`config.mk`:
```
export PLATFORM = sky130hd
export DESIGN_NAME = mswi_ram
export DESIGN_NICKNAME = d
export VERILOG_FILES = /design/src/rtl/core/mswi_ram.sv
export SDC_FILE = /design/constraint.sdc
export NUM_CORES = 1
export LEC_CHECK = 0
export ABC_CLOCK_PERIOD_IN_PS = 3550
export BUFFER_PORTS_ARGS = -buffer_cell sky130_fd_sc_hd__buf_2
export CAP_MARGIN = 20
export CORE_MARGIN = 1.5
export CORE_UTILIZATION = 25
export CTS_CLUSTER_SIZE = 8
export DETAILED_ROUTE_END_ITERATION = 8
export PLACE_DENSITY = 0.48
export SYNTH_ARGS = -nofsm -noshare
export SYNTH_HDL_FRONTEND = slang
export SYNTH_SLANG_ARGS = --single-unit
```
`constraint.sdc`:
```
create_clock -name i_clk -period 3.55 [get_ports i_clk]
set_input_delay 0.71 -clock i_clk [delete_from_list [all_inputs] [get_ports i_clk]]
set_output_delay 0.71 -clock i_clk [all_outputs]
set_load 0.005 [all_outputs]
```
`src/rtl/core/mswi_ram.sv`:
```
// Generic single-port-write, registered-read RAM.
module mswi_ram #(
    parameter int WIDTH = 8,
    parameter int DEPTH = 16
) (
    input  logic                     i_clk,
    input  logic                     i_we,
    input  logic [$clog2(DEPTH)-1:0] i_waddr,
    input  logic [WIDTH-1:0]         i_wdata,
    input  logic [$clog2(DEPTH)-1:0] i_raddr,
    output logic [WIDTH-1:0]         o_rdata
);

    logic [WIDTH-1:0] r_mem [DEPTH];
    logic [WIDTH-1:0] r_rdata;

    // Write port and registered read port.
    always_ff @(posedge i_clk) begin
        if (i_we) begin
            r_mem[i_waddr] <= i_wdata;
        end
        r_rdata <= r_mem[i_raddr];
    end

    assign o_rdata = r_rdata;

endmodule

```
==> out/metrics.cfg <==
[setup_path]
endpoint_kind=flop
cp_max_fo=32
cp-start-kind=input pin
arrival_ns=2.20
required_ns=3.84
path_class=in2reg

[global_routing]
grt.overflow.total=0
grt_pass1_wl_um=15800
grt_pass1_vias=2481
grt_usage=0.104
grt_max_degree=33
antenna_found_initial=0

[route]
vias_per_cell=4.24
drc=0
wl_per_cell_um=18.6
dr_wl_met3_um=419
wl_um=10400
vias=2353
dr_wl_met2_um=4960
wl_met1_um=4850
postRouteAntennaNets=0
drt_iter0_drc=212
dr.max_layer_used=met4
drt_first_pass_iters=4

[logic_synthesis]
yosysSeqAreaShare=0.778
synth_cell_types=19
syn_avg_cell_area_um2=22.5
synthArstFlopShare=0
synth_area_mm2=0.00515
synth_top_cell_area_share=0.747
synthTopCellsByArea=edfxtp_1 (75%), mux4_2 (7.9%), mux4_1 (7.1%), dfxtp_1 (3.1%), a22oi_1 (2.3%)
syn_inst=229
ys.flop_type=edfxtp_1
yosysWarnings=0
syn-num-nets=247
yosys.area.top_type=edfxtp_1
synth-edff-count=128
ys_ff_latch=136

[floorplan]
start_util=0.254
die-area_mm2=0.0215
ios=26
die_w_um=146
num_rows=52
fp.dieH_um=146
core_area_mm2=0.0202

[timing]
relSlewSlack=0.353
max_freq_ghz=0.524
final_hold_viol_count=0
fin_crit_ns=1.91
setup_violations=0
setup_tns_ns=0
period_share=0.538
finalMaxSlewViolations=0
worstMarginPinSlew_ns=0.966
rsz0062_at_grt=false
fin_skew_ns=0.00733

[clocking]
cts_tree=yes
path_clk_slew_ns=0.05
cts_sinks=136
ctsHoldBuffers=0
clock_path_buffers=2
cts_resized=0
root_buffer=clkbuf_16
cts_max_level=4
cts_setup_buffers=0
clock_latency_ns=0.41
cts_buffers=17

[placement]
dp_hpwl_um=6680
gp_congestion=0.683
port_buffers=25

[pwr]
p_int_uw=2860
combPwrFrac=0.045
power_density_mw_per_mm2=580
power_frac_seq=0.509
p_sw_frac=0.195
p_sw_uw=691
pwr-share-clk=0.446
p_total_uw=3550
max-vdd-ir-drop_v=0.000322
p_leak_uw=0.00200

[final_layout]
layout_common_cells=edfxtp_1 (128), buf_2 (25), mux4_2 (18)
finalNetCount=290
synthToLayoutAreaGrowth_pct=19.0
diodes=0
layout_commonest_cell=edfxtp_1
drive_above_1_share=0.267

[run]
cap_violations=0

[worst_hold_path]
hp-class=reg2reg

[run_status]
status=finished, final reports clean

[cell families after synthesis]
| kind of cell | share of synthesized area |
|---|---|
| buf+inv | 0.0168 |
| compound gates | 0.0233 |
| mux | 0.150 |
| flops | 0.778 |
| simple gates | 0.0318 |
[stage by stage]
step / area [µm²] / instances / hold slack [ns] / setup slack (ns) / utilization
after floorplan: 5150 / 229 / 0.629 / 1.35 / -
after global placement: 5590 / 523 / 0.657 / 1.19 / 0.276
after detailed placement: 5590 / 523 / 0.673 / 1.19 / 0.276
after CTS: 6120 / 555 / 0.676 / 1.62 / 0.303
after global routing: 6120 / 555 / 0.695 / 1.55 / 0.303
final: 6120 / 555 / 0.681 / 1.64 / 0.303
[final cells by class]
| type | count | area [µm²] |
|---|---|---|
| fill | 1954 | 14100 |
| sequential | 136 | 4000 |
| multi-input combinational | 83 | 1060 |
| clock buffer | 28 | 487 |
| tap | 270 | 338 |
| timing repair buffer | 34 | 193 |
| clock inverter | 4 | 45.0 |
[worst paths after layout]
path              cells past startpoint         start    endpoint  slack, ns
setup / recovery                      4    i_raddr[1]  o_rdata[6]       1.64
hold / removal                        3  r_mem[13][1]  o_rdata[1]       0.68
setup reg to reg                      3   r_mem[4][2]  o_rdata[2]       2.17
hold reg to reg                       3  r_mem[13][1]  o_rdata[1]       0.68
[per-layer routing]
layer / track usage / up-vias
met1: 0.137 / 1225
met4: 0.0394 / 0
met3: 0.0313 / 15
met5: 0 / -
li1: - / 1059
met2: 0.161 / 54
[registers in the layout, summed over array words and instances (netlist names)]
signal,flops
o_rdata,8
r_mem,128
[power groups by stage]
stage / registers [µW] / logic (µW) / clock network [µW]
4_1_cts: 1810 / 166 / 1620
6_report: 1810 / 161 / 1580
2_1_floorplan: 1840 / 91.1 / 0
3_3_place_gp: 1840 / 162 / 0
3_5_place_dp: 1840 / 166 / 0
5_1_grt: 1810 / 178 / 1690
[worst max-delay path: stages]
cell     delay, ns
buf_2         0.65
mux4_2        0.45
a22oi_1       0.27
nand2_1       0.10
[synthesized netlist by cell type, types with 2 or more instances]
master and count:
a22oi_1 16, nor3_1 4, nand2_1 9, edfxtp_1 128, dfxtp_1 8, buf_6 3
nand3b_1 2, nand2b_1 2, buf_2 3, mux4_2 18, clkdlybuf4s25_2 3, nor2_1 13
mux4_1 14
(Power assumes the default switching activity.)
