`src/rtl/core/mswi_pkg.sv`:
```
// Package with shared types, constants and codes of the waypoint interpolator.
package mswi_pkg;

    localparam int WAYPOINT_DEPTH = 512;
    localparam int CHANNELS       = 8;
    localparam int WIDTH_BITS     = 12;
    localparam int SNAP_MARGIN    = 5;
    localparam int ROW_BITS       = $clog2(WAYPOINT_DEPTH);
    localparam int STEP_BITS      = 16;
    localparam int ROW_WORD_BITS  = CHANNELS * WIDTH_BITS;
    // Product of a width difference and a tick count.
    localparam int PROD_BITS      = WIDTH_BITS + STEP_BITS;

    localparam logic [1:0] MODE_LOAD  = 2'd0;
    localparam logic [1:0] MODE_TICK  = 2'd1;
    localparam logic [1:0] MODE_START = 2'd2;

    localparam logic       CFG_STEP_COUNT    = 1'b0;
    localparam logic       CFG_LAST_WAYPOINT = 1'b1;

    localparam logic [STEP_BITS-1:0] STEP_COUNT_RESET = 16'd500;

    typedef logic [WIDTH_BITS-1:0] t_width;

    typedef struct packed {
        logic [1:0]  mode;
        logic [8:0]  waypoint_index;
        logic [11:0] chan0_value;
        logic [11:0] chan1_value;
        logic [11:0] chan2_value;
        logic [11:0] chan3_value;
        logic [11:0] chan4_value;
        logic [11:0] chan5_value;
        logic [11:0] chan6_value;
        logic [11:0] chan7_value;
    } t_in_item;

    typedef struct packed {
        logic [11:0] chan0_width;
        logic [11:0] chan1_width;
        logic [11:0] chan2_width;
        logic [11:0] chan3_width;
        logic [11:0] chan4_width;
        logic [11:0] chan5_width;
        logic [11:0] chan6_width;
        logic [11:0] chan7_width;
        logic        playing;
        logic        sequence_done;
    } t_out_item;

    // Command from the sequencer to every lane.
    typedef struct packed {
        logic                 start;
        logic                 home;
        logic [STEP_BITS-1:0] tick;
        logic [STEP_BITS-1:0] divisor;
    } t_lane_cmd;

    // Home widths after reset.
    function automatic t_width home_width(input int idx);
        unique case (idx)
            0: home_width = t_width'(1490);
            1: home_width = t_width'(1455);
            2: home_width = t_width'(1530);
            3: home_width = t_width'(1480);
            4: home_width = t_width'(1950);
            5: home_width = t_width'(1890);
            6: home_width = t_width'(1910);
            default: home_width = t_width'(830);
        endcase
    endfunction

endpackage

```
`src/rtl/core/mswi_lane.sv`:
```
// One channel lane: snap test, bit-serial interpolation divide and width register.
module mswi_lane import mswi_pkg::*; (
    input  logic      i_clk,
    input  logic      i_rst_n,
    input  t_lane_cmd i_cmd,
    input  t_width    i_home_w,
    input  t_width    i_start_w,
    input  t_width    i_target_w,
    output t_width    o_width,
    output logic      o_arrived,
    output logic      o_busy
);

    localparam int CNT_BITS = $clog2(PROD_BITS + 1);

    t_width                 r_width, n_width;
    logic                   r_busy, n_busy;
    logic                   r_arrived, n_arrived;
    logic                   r_neg, n_neg;
    logic [PROD_BITS-1:0]   r_prod, n_prod;
    logic [STEP_BITS:0]     r_rem, n_rem;
    logic [PROD_BITS-1:0]   r_quo, n_quo;
    logic [CNT_BITS-1:0]    r_cnt, n_cnt;
    t_width                 r_base, n_base;

    t_width               diff_w;
    t_width               mag;
    logic [STEP_BITS:0]   shifted;
    logic [PROD_BITS:0]   qfix;
    logic signed [PROD_BITS+1:0] value;

    // Distance from the current width to the target, and segment magnitude.
    assign diff_w  = (r_width >= i_target_w) ? r_width - i_target_w : i_target_w - r_width;
    assign mag     = (i_target_w >= i_start_w) ? i_target_w - i_start_w
                                               : i_start_w - i_target_w;
    assign shifted = {r_rem[STEP_BITS-1:0], r_prod[PROD_BITS-1]};
    // Round the quotient up for a falling segment with a remainder.
    assign qfix    = {1'b0, r_quo} + {{PROD_BITS{1'b0}}, (r_neg && (r_rem != '0))};
    assign value   = r_neg ? $signed({3'b000, r_base}) - $signed({1'b0, qfix})
                           : $signed({3'b000, r_base}) + $signed({1'b0, qfix});

    // Next state of the lane.
    always_comb begin
        n_width   = r_width;
        n_busy    = r_busy;
        n_arrived = r_arrived;
        n_neg     = r_neg;
        n_prod    = r_prod;
        n_rem     = r_rem;
        n_quo     = r_quo;
        n_cnt     = r_cnt;
        n_base    = r_base;
        if (i_cmd.start) begin
            n_base = i_start_w;
            n_neg  = i_target_w < i_start_w;
            if ((diff_w < t_width'(SNAP_MARGIN)) || (diff_w == '0)) begin
                n_width   = i_target_w;
                n_arrived = 1'b1;
                n_busy    = 1'b0;
            end else begin
                n_arrived = 1'b0;
                n_busy    = 1'b1;
                n_prod    = PROD_BITS'(mag) * PROD_BITS'(i_cmd.tick);
                n_rem     = '0;
                n_quo     = '0;
                n_cnt     = CNT_BITS'(PROD_BITS);
            end
        end else if (r_busy) begin
            if (r_cnt != '0) begin
                // One restoring-division step a cycle.
                n_prod = {r_prod[PROD_BITS-2:0], 1'b0};
                if (shifted >= {1'b0, i_cmd.divisor}) begin
                    n_rem = shifted - {1'b0, i_cmd.divisor};
                    n_quo = {r_quo[PROD_BITS-2:0], 1'b1};
                end else begin
                    n_rem = shifted;
                    n_quo = {r_quo[PROD_BITS-2:0], 1'b0};
                end
                n_cnt = r_cnt - 1'b1;
            end else begin
                n_busy = 1'b0;
                if (value < 0) begin
                    n_width = '0;
                end else if (value > $signed({3'b000, {WIDTH_BITS{1'b1}}})) begin
                    n_width = '1;
                end else begin
                    n_width = t_width'(value);
                end
            end
        end
    end

    // Lane registers.
    always_ff @(posedge i_clk) begin
        if (!i_rst_n) begin
            r_width   <= i_home_w;
            r_busy    <= 1'b0;
            r_arrived <= 1'b0;
        end else begin
            r_width   <= i_cmd.home ? i_home_w : n_width;
            r_busy    <= n_busy;
            r_arrived <= n_arrived;
        end
        r_neg  <= n_neg;
        r_prod <= n_prod;
        r_rem  <= n_rem;
        r_quo  <= n_quo;
        r_cnt  <= n_cnt;
        r_base <= n_base;
    end

    assign o_width   = r_width;
    assign o_arrived = r_arrived;
    assign o_busy    = r_busy;

endmodule

```
`config.mk`:
```
export PLATFORM = sky130hd
export DESIGN_NAME = mswi_lane
export DESIGN_NICKNAME = d
export VERILOG_FILES = /design/src/rtl/core/mswi_pkg.sv /design/src/rtl/core/mswi_lane.sv
export SDC_FILE = /design/constraint.sdc
export NUM_CORES = 1
export LEC_CHECK = 0
export ABC_AREA = 1
export BUFFER_PORTS_ARGS = -buffer_cell sky130_fd_sc_hd__buf_2
export CAP_MARGIN = 20
export CORE_MARGIN = 2
export CORE_UTILIZATION = 35
export DETAILED_ROUTE_END_ITERATION = 12
export SLEW_MARGIN = 20
export SYNTH_ARGS = -nofsm -noshare
export SYNTH_HDL_FRONTEND = slang
export SYNTH_SLANG_ARGS = --single-unit
export TNS_END_PERCENT = 30
```
`constraint.sdc`:
```
create_clock -name i_clk -period 17.9 [get_ports i_clk]
set_input_delay 3.58 -clock i_clk [delete_from_list [all_inputs] [get_ports i_clk]]
set_output_delay 3.58 -clock i_clk [all_outputs]
set_load 0.05 [all_outputs]
```
==> results, run 1 <==
- The total of cells resized after clock tree synthesis is 0.
- The register clock-pin slew on the reported worst setup and hold paths is 70 ps.
- The DRC marker count from the first detailed-route iteration is just over 800.
- Entering global routing, the biggest net connects 79 pins.
- The number of routed nets with antenna violations is 0.
- The initial antenna violation count is 0.
- The core footprint is 44400 um^2.
- The floorplan step set the die width to about 220 um.
- The chip height is 217 um.
- The count of synthesis-stage warnings from yosys is 0.
- The flow ran to the end, and the final reports show no timing, DRC or antenna violations.
- Summed over all nets, the switching power comes to approximately 1900 uW.
- The nature of the critical path startpoint is an input port.
- The met2 wire length is 20.2 mm.
- The delay contributed by the slowest stage of the critical path is between 500 and 600 ps.
- STA classifies the critical path endpoint as a flop.
- The average via count per standard cell is slightly below 5.
- Hold is met by roughly 470 ps.
- Across the VDD grid, the largest voltage drop is approximately 0.00036 V.
- Across the whole layout, storage elements account for approximately 3100 um^2.
- The count of buffers added on input and output ports is 85.
- The TritonCTS clock tree is yes.
- The weighted congestion reported at the end of routability-driven placement is between 0.9 and 1.
- The post-route cell area is approximately 17000 um^2.
- In this run the core area contains 77 standard-cell rows.
- Of the total power, the clock network draws 0.054.
- The highest metal layer carrying signal wires in the routed design is met4.
- The later pin in the worst-skew pair is clocked with a latency of 370 ps.
- Setup repair after global routing left no endpoint under its margin.
- The initial core utilization is 0.357.
- Counting distinct cell types in the post-synthesis netlist gives ~50.
- The actual slew at the worst max-slew pin is between 800 and 900 ps.
- The iteration count of the initial detailed-routing pass is 5.
- Among the stages of the critical path, the cell type that occurs most often is inv_1.
- Dividing the detail-routed wire length by the instance count gives about 15 um.
- The final-report max-slew violation count was 0.
- After filler insertion, the fill cell instance count of the layout stands at roughly 4700.
- Across the run, the number of max-cap violations was 0.
- The hold buffer count at cts is 0.
- The fraction of layout instances using a drive strength above 1 is 0.0839.
- Internal power comes to about 1900 uW.
- The die covers 47000 um^2.
- The type of the tightest min-delay check is flop to flop.
- The synthesized instance count is ~2100.
- Counting every net in the synthesized netlist gives approximately 2500.
- For the worst setup path, the data arrival time is 11960 ps.
- The total count of hold-check failures in the final report came to 0.
- The top flip-flop cell by instance count after synthesis is edfxtp_1.
- Each instance of the synthesized netlist takes up on average around 7.4 um^2.
- The routed metal-1 wire length is 19.1 mm.
- The critical-path maximum fanout is 15.
- The power after layout is ~3800 uW.
- The cell with the biggest individual delay on the critical path is fa_1.
- Counting flops with a built-in enable in the synthesized netlist gives ~100.
- Timing would allow up to roughly 0.084 GHz.
- For this run, the register share of the synthesized area comes to 0.198.
- Counting the buffers created by CTS gives 9.
- Across all layers, the routed design uses approximately 14000 vias.
- Summing every instance area after synthesis gives about 16000 um^2.
- The remaining global-route overflow is 0.
- In the finished design, the share of the clock period the worst path needs comes to 0.663.
- Dividing total power by cell area gives a power density of between 200 and 250 nW/um^2.
- From synthesis to final layout, the design area changed by 8.32%.
- Setup violations remaining at the end of the flow were counted as 0.
- The share of power burned in registers is 0.114.
- Leaving out fill and tap cells, the most frequent cells in the layout are nand2_1 (551), inv_1 (372), nor2_1 (200).
- The boundary pin count is 86.
- The minimum period implied by the final worst setup slack is between 10000 and 15000 ps.
- The library cell used most frequently in the layout, excluding fill and tap cells, is nand2_1.
- After detailed placement, the total cell area comes to ~17000 um^2.
- The first-pass GRT wire length is 68.7 mm.
- The met3 routed wirelength is around 1.8 mm.
- In the synthesized netlist the async set-or-reset flop fraction comes to 0.
- The detailed placer's ending HPWL is around 34 mm.
- The number of global-route vias before repair is ~14000.
- The synthesized design contains between 100 and 150 register bits.
- In this run the tightest slew margin relative to its limit is 0.405.
- The switching share of power is 0.509.
- The number of setup buffers added after CTS is 0.
- The tree is rooted in a clkbuf_16.
- By startpoint and endpoint, the worst setup path is classified as input port to flop.
- Of the total power, combinational logic draws 0.831.
- The cell leakage power is between 0.008 and 0.009 uW.
- At the worst endpoint, the required time is between 15000 and 20000 ps.
- The area of the multi-input gates is between 10000 and 15000 um^2.
- Clock skew on the completed layout was measured at 12.5 ps.
- The clock net sink count is between 100 and 150.
- No sink is reached through more buffers than the 2 on the longest clock path.
- At the end of the flow, the number of nets in the layout was between 2000 and 3000.
- Across every metal layer, demand over resource in global routing totals 0.182.
- The post-detailed-routing wire length is roughly 42 mm.
- The final-layout setup total negative slack is 0 ps.
- The deepest level of the CTS H-tree is 3.
- In the routed design, unresolved DRC markers number 0.
[per-stage QoR]
| step | util | worst slack, ps | instances |
|---|---|---|---|
| floorplan | - | 7020 | 2139 |
| global placement | 0.380 | 5780 | 2771 |
| finish | 0.386 | 6040 | 2786 |
| detailed placement | 0.380 | 5710 | 2771 |
| CTS | 0.386 | 6100 | 2785 |
| global route | 0.386 | 5290 | 2785 |
[synthesized netlist by cell type, types with 2 or more instances]
master,count,area [um^2]
a211oi_1,4,30.0
a21boi_0,8,60.1
a21oi_1,126,631
a221o_1,2,20.0
a221oi_1,3,26.3
a31oi_1,7,43.8
buf_1,12,45.0
buf_2,5,25.0
clkbuf_1,36,135
dfxtp_1,2,40.0
edfxtp_1,103,3090
fa_1,146,2920
ha_1,144,1800
inv_1,373,1400
inv_2,4,15.0
mux2_2,2,22.5
mux2i_1,2,20.0
nand2_1,552,2070
nand2_2,29,181
nand2_4,2,22.5
nand3_1,83,415
nand3_2,9,90.1
nand3b_1,2,15.0
nand4_1,25,156
nor2_1,200,751
nor2_2,10,62.6
nor2_4,13,146
nor3_1,7,35.0
nor4_1,7,43.8
o2111ai_1,2,17.5
o211ai_1,2,15.0
o21ai_0,95,475
o21ai_1,10,50.1
o21bai_1,8,60.1
o31ai_1,4,30.0
or2_2,4,25.0
xnor2_1,27,236
xor2_1,56,490
[state kept, by name, indices dropped and copies added, names as in the netlist]
name	count
o_arrived	1
r_rem	17
r_quo	28
r_neg	1
r_cnt	5
o_width	12
o_busy	1
r_prod	28
r_base	12
[layer usage]
layer | vias up | global-route usage
met4 | 0 | 0.0479
li1 | 6847 | -
met5 | - | 0
met2 | 313 | 0.317
met1 | 6573 | 0.236
met3 | 60 | 0.0246
[cell families (layout without fill, tap and decap cells)]
logic type	after synthesis	in the layout	synth area share
compound gates	276	276	0.0948
xor+xnor	83	83	0.0459
fa+ha+maj	290	290	0.298
buf+inv	432	486	0.103
flops	105	105	0.198
mux	4	4	0.00269
other cells	0	1	0
simple gates	949	949	0.257
[power groups by stage]
stage          Combinational, uW  Sequential [uW]  Clock, uW
3_5_place_dp                3220              441          0
5_1_grt                     3670              443        223
3_3_place_gp                3180              441          0
6_report                    3170              437        207
2_1_floorplan               2520              441          0
4_1_cts                     3230              437        216
[critical path: cells and delay by family]
kind | cells | cell delay [ps]
adders and majority gates | 8 | 3500
and+or+nand+nor | 4 | 510
buffers and inverters | 10 | 1210
AOI/OAI and AO/OA | 13 | 2690
xor gates and xnor gates | 2 | 460
[area by class of cell]
| type | instances | area share |
|---|---|---|
| timing repair buffer | 94 | 0.0287 |
| clock inverter | 5 | 0.00328 |
| tap | 592 | 0.0432 |
| multi-input combinational | 1602 | 0.646 |
| clock buffer | 9 | 0.0131 |
| sequential | 105 | 0.183 |
| inverter | 378 | 0.0827 |
| antenna | 1 | 0.000146 |
[path summary, 6_finish.rpt]
kind            startpoint         end  slack, ps  cells after the start
min              o_arrived   o_arrived        470                      2
max reg2reg       r_rem[7]  o_width[2]      12190                     34
max          i_target_w[0]  r_prod[26]       6040                     37
min reg2reg      o_arrived   o_arrived        470                      2
Power figures use the tool's default switching activity.
==> run 2: changes to the inputs <==
--- a/config.mk
+++ b/config.mk
@@ -5,7 +5,7 @@
 export SDC_FILE = /design/constraint.sdc
 export NUM_CORES = 1
 export LEC_CHECK = 0
-export ABC_AREA = 1
+export ABC_AREA = 0
 export BUFFER_PORTS_ARGS = -buffer_cell sky130_fd_sc_hd__buf_2
 export CAP_MARGIN = 20
 export CORE_MARGIN = 2
==> constraint.sdc (replaced) <==
create_clock -name i_clk -period 11.85 [get_ports i_clk]
set_input_delay 2.37 -clock i_clk [delete_from_list [all_inputs] [get_ports i_clk]]
set_output_delay 2.37 -clock i_clk [all_outputs]
set_load 0.05 [all_outputs]
==> run 2 against run 1 <==
  * Cell count shrank 10%
  * Non-clock buffer count is 11 higher
  * Worst setup slack got worse by 4900 ps
  * First-iteration DRC count is 15% higher
  * Sequential share of layout area shrank 0.53 points
  * Critical path depth is 5 lower
  * Final area rose by 3.0%
  * Routed wire length increased by 1.4%
  * Hold slack gained 77 ps
  * Global-route usage shrank 0.18 points
  * Critical path type unchanged
  * Critical endpoint is now r_prod[27]
  * Largest cell class unchanged
==> results, run 2 <==
- The flow ran to the end, and the final reports show no timing, DRC or antenna violations.
- Max-cap violations in this run came to 0.
- In this run the critical register-to-register path is launched from r_neg.
- Entering global routing, the biggest net connects 79 pins.
- The die is approximately 220 um wide.
- The maximum clock skew at final layout is between 7 and 8 ps.
- The global routing met2 resource utilization is 0.310.
- The area growth from synthesis to layout is 8.09%.
- The number of routed nets with antenna violations is 0.
- The share of the clock period used by the worst path after layout is 0.902.
- STA puts the critical path data arrival time at 10810 ps.
- On the critical path the largest part of the delay comes from adder cells.
- The total count of hold-check failures in the final report is 0.
- The hold buffer count at cts is 0.
- The initial utilization of the core area, before any placement, comes to 0.352.
- The total number of nets in the final design is between 2000 and 2500.
- The summed instance area of the synthesized netlist is approximately 16000 um^2.
- The hold-critical path endpoint is r_prod[8].
- The number of buffers and inverters on the critical path is 5.
- The most common cell in the netlist is inv_1.
- In this run the most critical hold path is launched from r_prod[7].
- The final-layout setup total negative slack is 0 ps.
- The first-pass GRT wire length is 70.0 mm.
- The library cell used most frequently in the layout, excluding fill and tap cells, is inv_1.
- Yosys attributes the largest share of cell area to edfxtp_1 (19%), fa_1 (18%), ha_1 (11%), inv_1 (5.4%), nand2_1 (4.8%).
- The critical path class is input port to flop.
- Of the synthesized area, sequential elements account for 0.192.
- The nature of the critical path startpoint is an input port.
- After clock tree synthesis, the clock-pin slew on the worst setup and hold paths is 80 ps.
- The maximum number of buffers from clock root to sink is 2.
- The worst register-to-register path has a setup slack of 4350 ps.
- Among all flip-flop cells after synthesis, the most frequent one is edfxtp_1.
- Derived from the worst setup path, the maximum achievable clock frequency is ~0.094 GHz.
- For the pin with the worst max-slew slack, the measured transition is slightly above 1000 ps.
- The met1 routing resource usage after global routing is 0.234.
- The remaining global-route overflow is 0.
- Row generation in the floorplan step produced between 70 and 80 rows.
- The initial antenna violation count came to 0.
- In this run the number of H-tree levels came out at 3.
- The share of synthesized area in the top cell type comes to 0.189.
- The DRC marker count from the first detailed-route iteration is 930.
- The library cells used most frequently in the layout, excluding fill and tap cells, are inv_1 (233), nand2_1 (211), fa_1 (146).
- Setup violations remaining at the end of the flow were counted as 0.
- The kind of end point of the critical path is a flop.
- The average wire per cell in the routed design is approximately 17 um.
- At the worst endpoint, the required time is 11970 ps.
- Setup repair after global routing left no endpoint under its margin.
- The count of flip-flops with a built-in enable after synthesis is slightly above 100.
- Counting flops with an async set or reset pin after synthesis yields a share of 0.
- The detailed placer's ending HPWL is approximately 33 mm.
- The hold-critical path depth is 1.
- The full die area is around 48000 um^2.
- The synthesized instance count is approximately 1900.
- The number of clock buffers added by TritonCTS is 9.
- Summed over all layers, the routed wires come to 42.6 mm.
- The critical-path maximum fanout is 16.
- The logic depth of the worst register-to-register path is 21.
- Measured along the y axis, the die boundary spans around 220 um.
- In the final layout, the share of cells above drive strength 1 is 0.0988.
- The clock tree root buffer cell is clkbuf_16.
- At the placement stage, the worst setup path has a slack of approximately 740 ps.
- The number of setup buffers added after CTS is 0.
- The type of the tightest min-delay check is flop to flop.
- The post-synthesis register bit count is 105.
- The detailed-route DRC error count is 0.
- The number of distinct library cells after synthesis is 94.
- The worst-case setup margin in the final layout is 1160 ps.
- The busiest metal layer after global routing is met2.
- At the later pin of the worst-skew pair, clock insertion delay measures around 360 ps.
- In the final layout, the registers with the most flip-flops are r_prod (28), r_quo (28), r_rem (17).
- Yosys printed 0 warnings.
- The biggest area contributor in the post-synthesis netlist is edfxtp_1.
- For met3 alone, demand over resource in global routing was 0.0251.
- The mean cell area of the mapped netlist is approximately 8.8 um^2.
- The relative slew slack is 0.323.
- The total number of vias is roughly 13000.
- Among all stages on the critical path, the largest delay is contributed by o211ai_1.
- The smallest clock period supported by the final layout is computed as roughly 11000 ps.
- The average via count per standard cell is about 5.4.
- The total of buffers placed on input and output ports is 85.
- 86 I/O pins were placed.
- In this design, the critical path's most frequently occurring cell is fa_1.
- The endpoint of the lowest-slack register-to-register path is o_width[6].
- The final-report max-slew violation count came to 0.
- The total routing usage reported by global routing is 0.180.
- TritonCTS built the clock tree.
- The delay contributed by the slowest stage of the critical path is about 560 ps.
- The number of global-route vias before repair is 13738.
- The total of cells resized after clock tree synthesis is 0.
- The region available for standard cell placement spans between 40000 and 50000 um^2.
- The weighted congestion reported at the end of routability-driven placement is slightly below 0.9.
- The total nets after synthesis is about 2200.
- 0 antenna diodes ended up in the layout.
- The iteration count of the initial detailed-routing pass is 5.
- The clock net sink count is about 110.
- The commonest cells after synthesis are inv_1 (233), nand2_1 (211), fa_1 (146), ha_1 (144), nor2_1 (105).
[run 2: layout make-up]
cell class	instances	area (um^2)
Fill cell	4673	28700
Multi-Input combinational cell	1431	12000
Sequential cell	105	3130
Inverter	236	886
Tap cell	607	759
Timing Repair Buffer	105	591
Clock buffer	9	225
Clock inverter	6	67.6
[run 2: per-layer routing]
metal	wire (um)	vias up
met3	1900	64
met2	20600	345
met4	1040	0
li1	-	6415
met1	19100	6572
met5	0	-
[run 2: worst max path at each step]
| stage | from | to | slack (ps) | cells past startpoint |
|---|---|---|---|---|
| after global placement | i_start_w[5] | r_prod[27] | 960 | 34 |
| final | i_start_w[5] | r_prod[27] | 1160 | 32 |
| after detailed placement | i_start_w[5] | r_prod[27] | 740 | 32 |
| after floorplan | i_target_w[0] | r_cnt[0] | 110 | 15 |
| after CTS | i_start_w[5] | r_prod[27] | 1120 | 32 |
| after global routing | i_start_w[5] | r_prod[26] | 450 | 35 |
[run 2: logic make-up (layout without fill, tap and decap cells)]
| kind of cell | count (synthesis) | count (layout) | synth area share |
|---|---|---|---|
| and+or+nand+nor | 646 | 646 | 0.209 |
| AOI/OAI and AO/OA | 335 | 335 | 0.144 |
| buffers and inverters | 315 | 356 | 0.0754 |
| adders and majority gates | 290 | 290 | 0.289 |
| xor gates and xnor gates | 114 | 114 | 0.0616 |
| DFF | 105 | 105 | 0.192 |
| muxes | 46 | 46 | 0.0296 |
[run 2: through the flow]
step | hold slack (ps) | std cells | utilization | instance area [um^2]
floorplan | 498 | 1851 | - | 16300
global placement | 515 | 2483 | 0.374 | 17300
detailed placement | 516 | 2483 | 0.374 | 17300
CTS | 549 | 2498 | 0.380 | 17600
global route | 553 | 2499 | 0.381 | 17700
finish | 544 | 2499 | 0.381 | 17700
Power of run 2 is not shown: default switching activity piles up to over one toggle a cycle in this logic, so the estimate is an artifact.
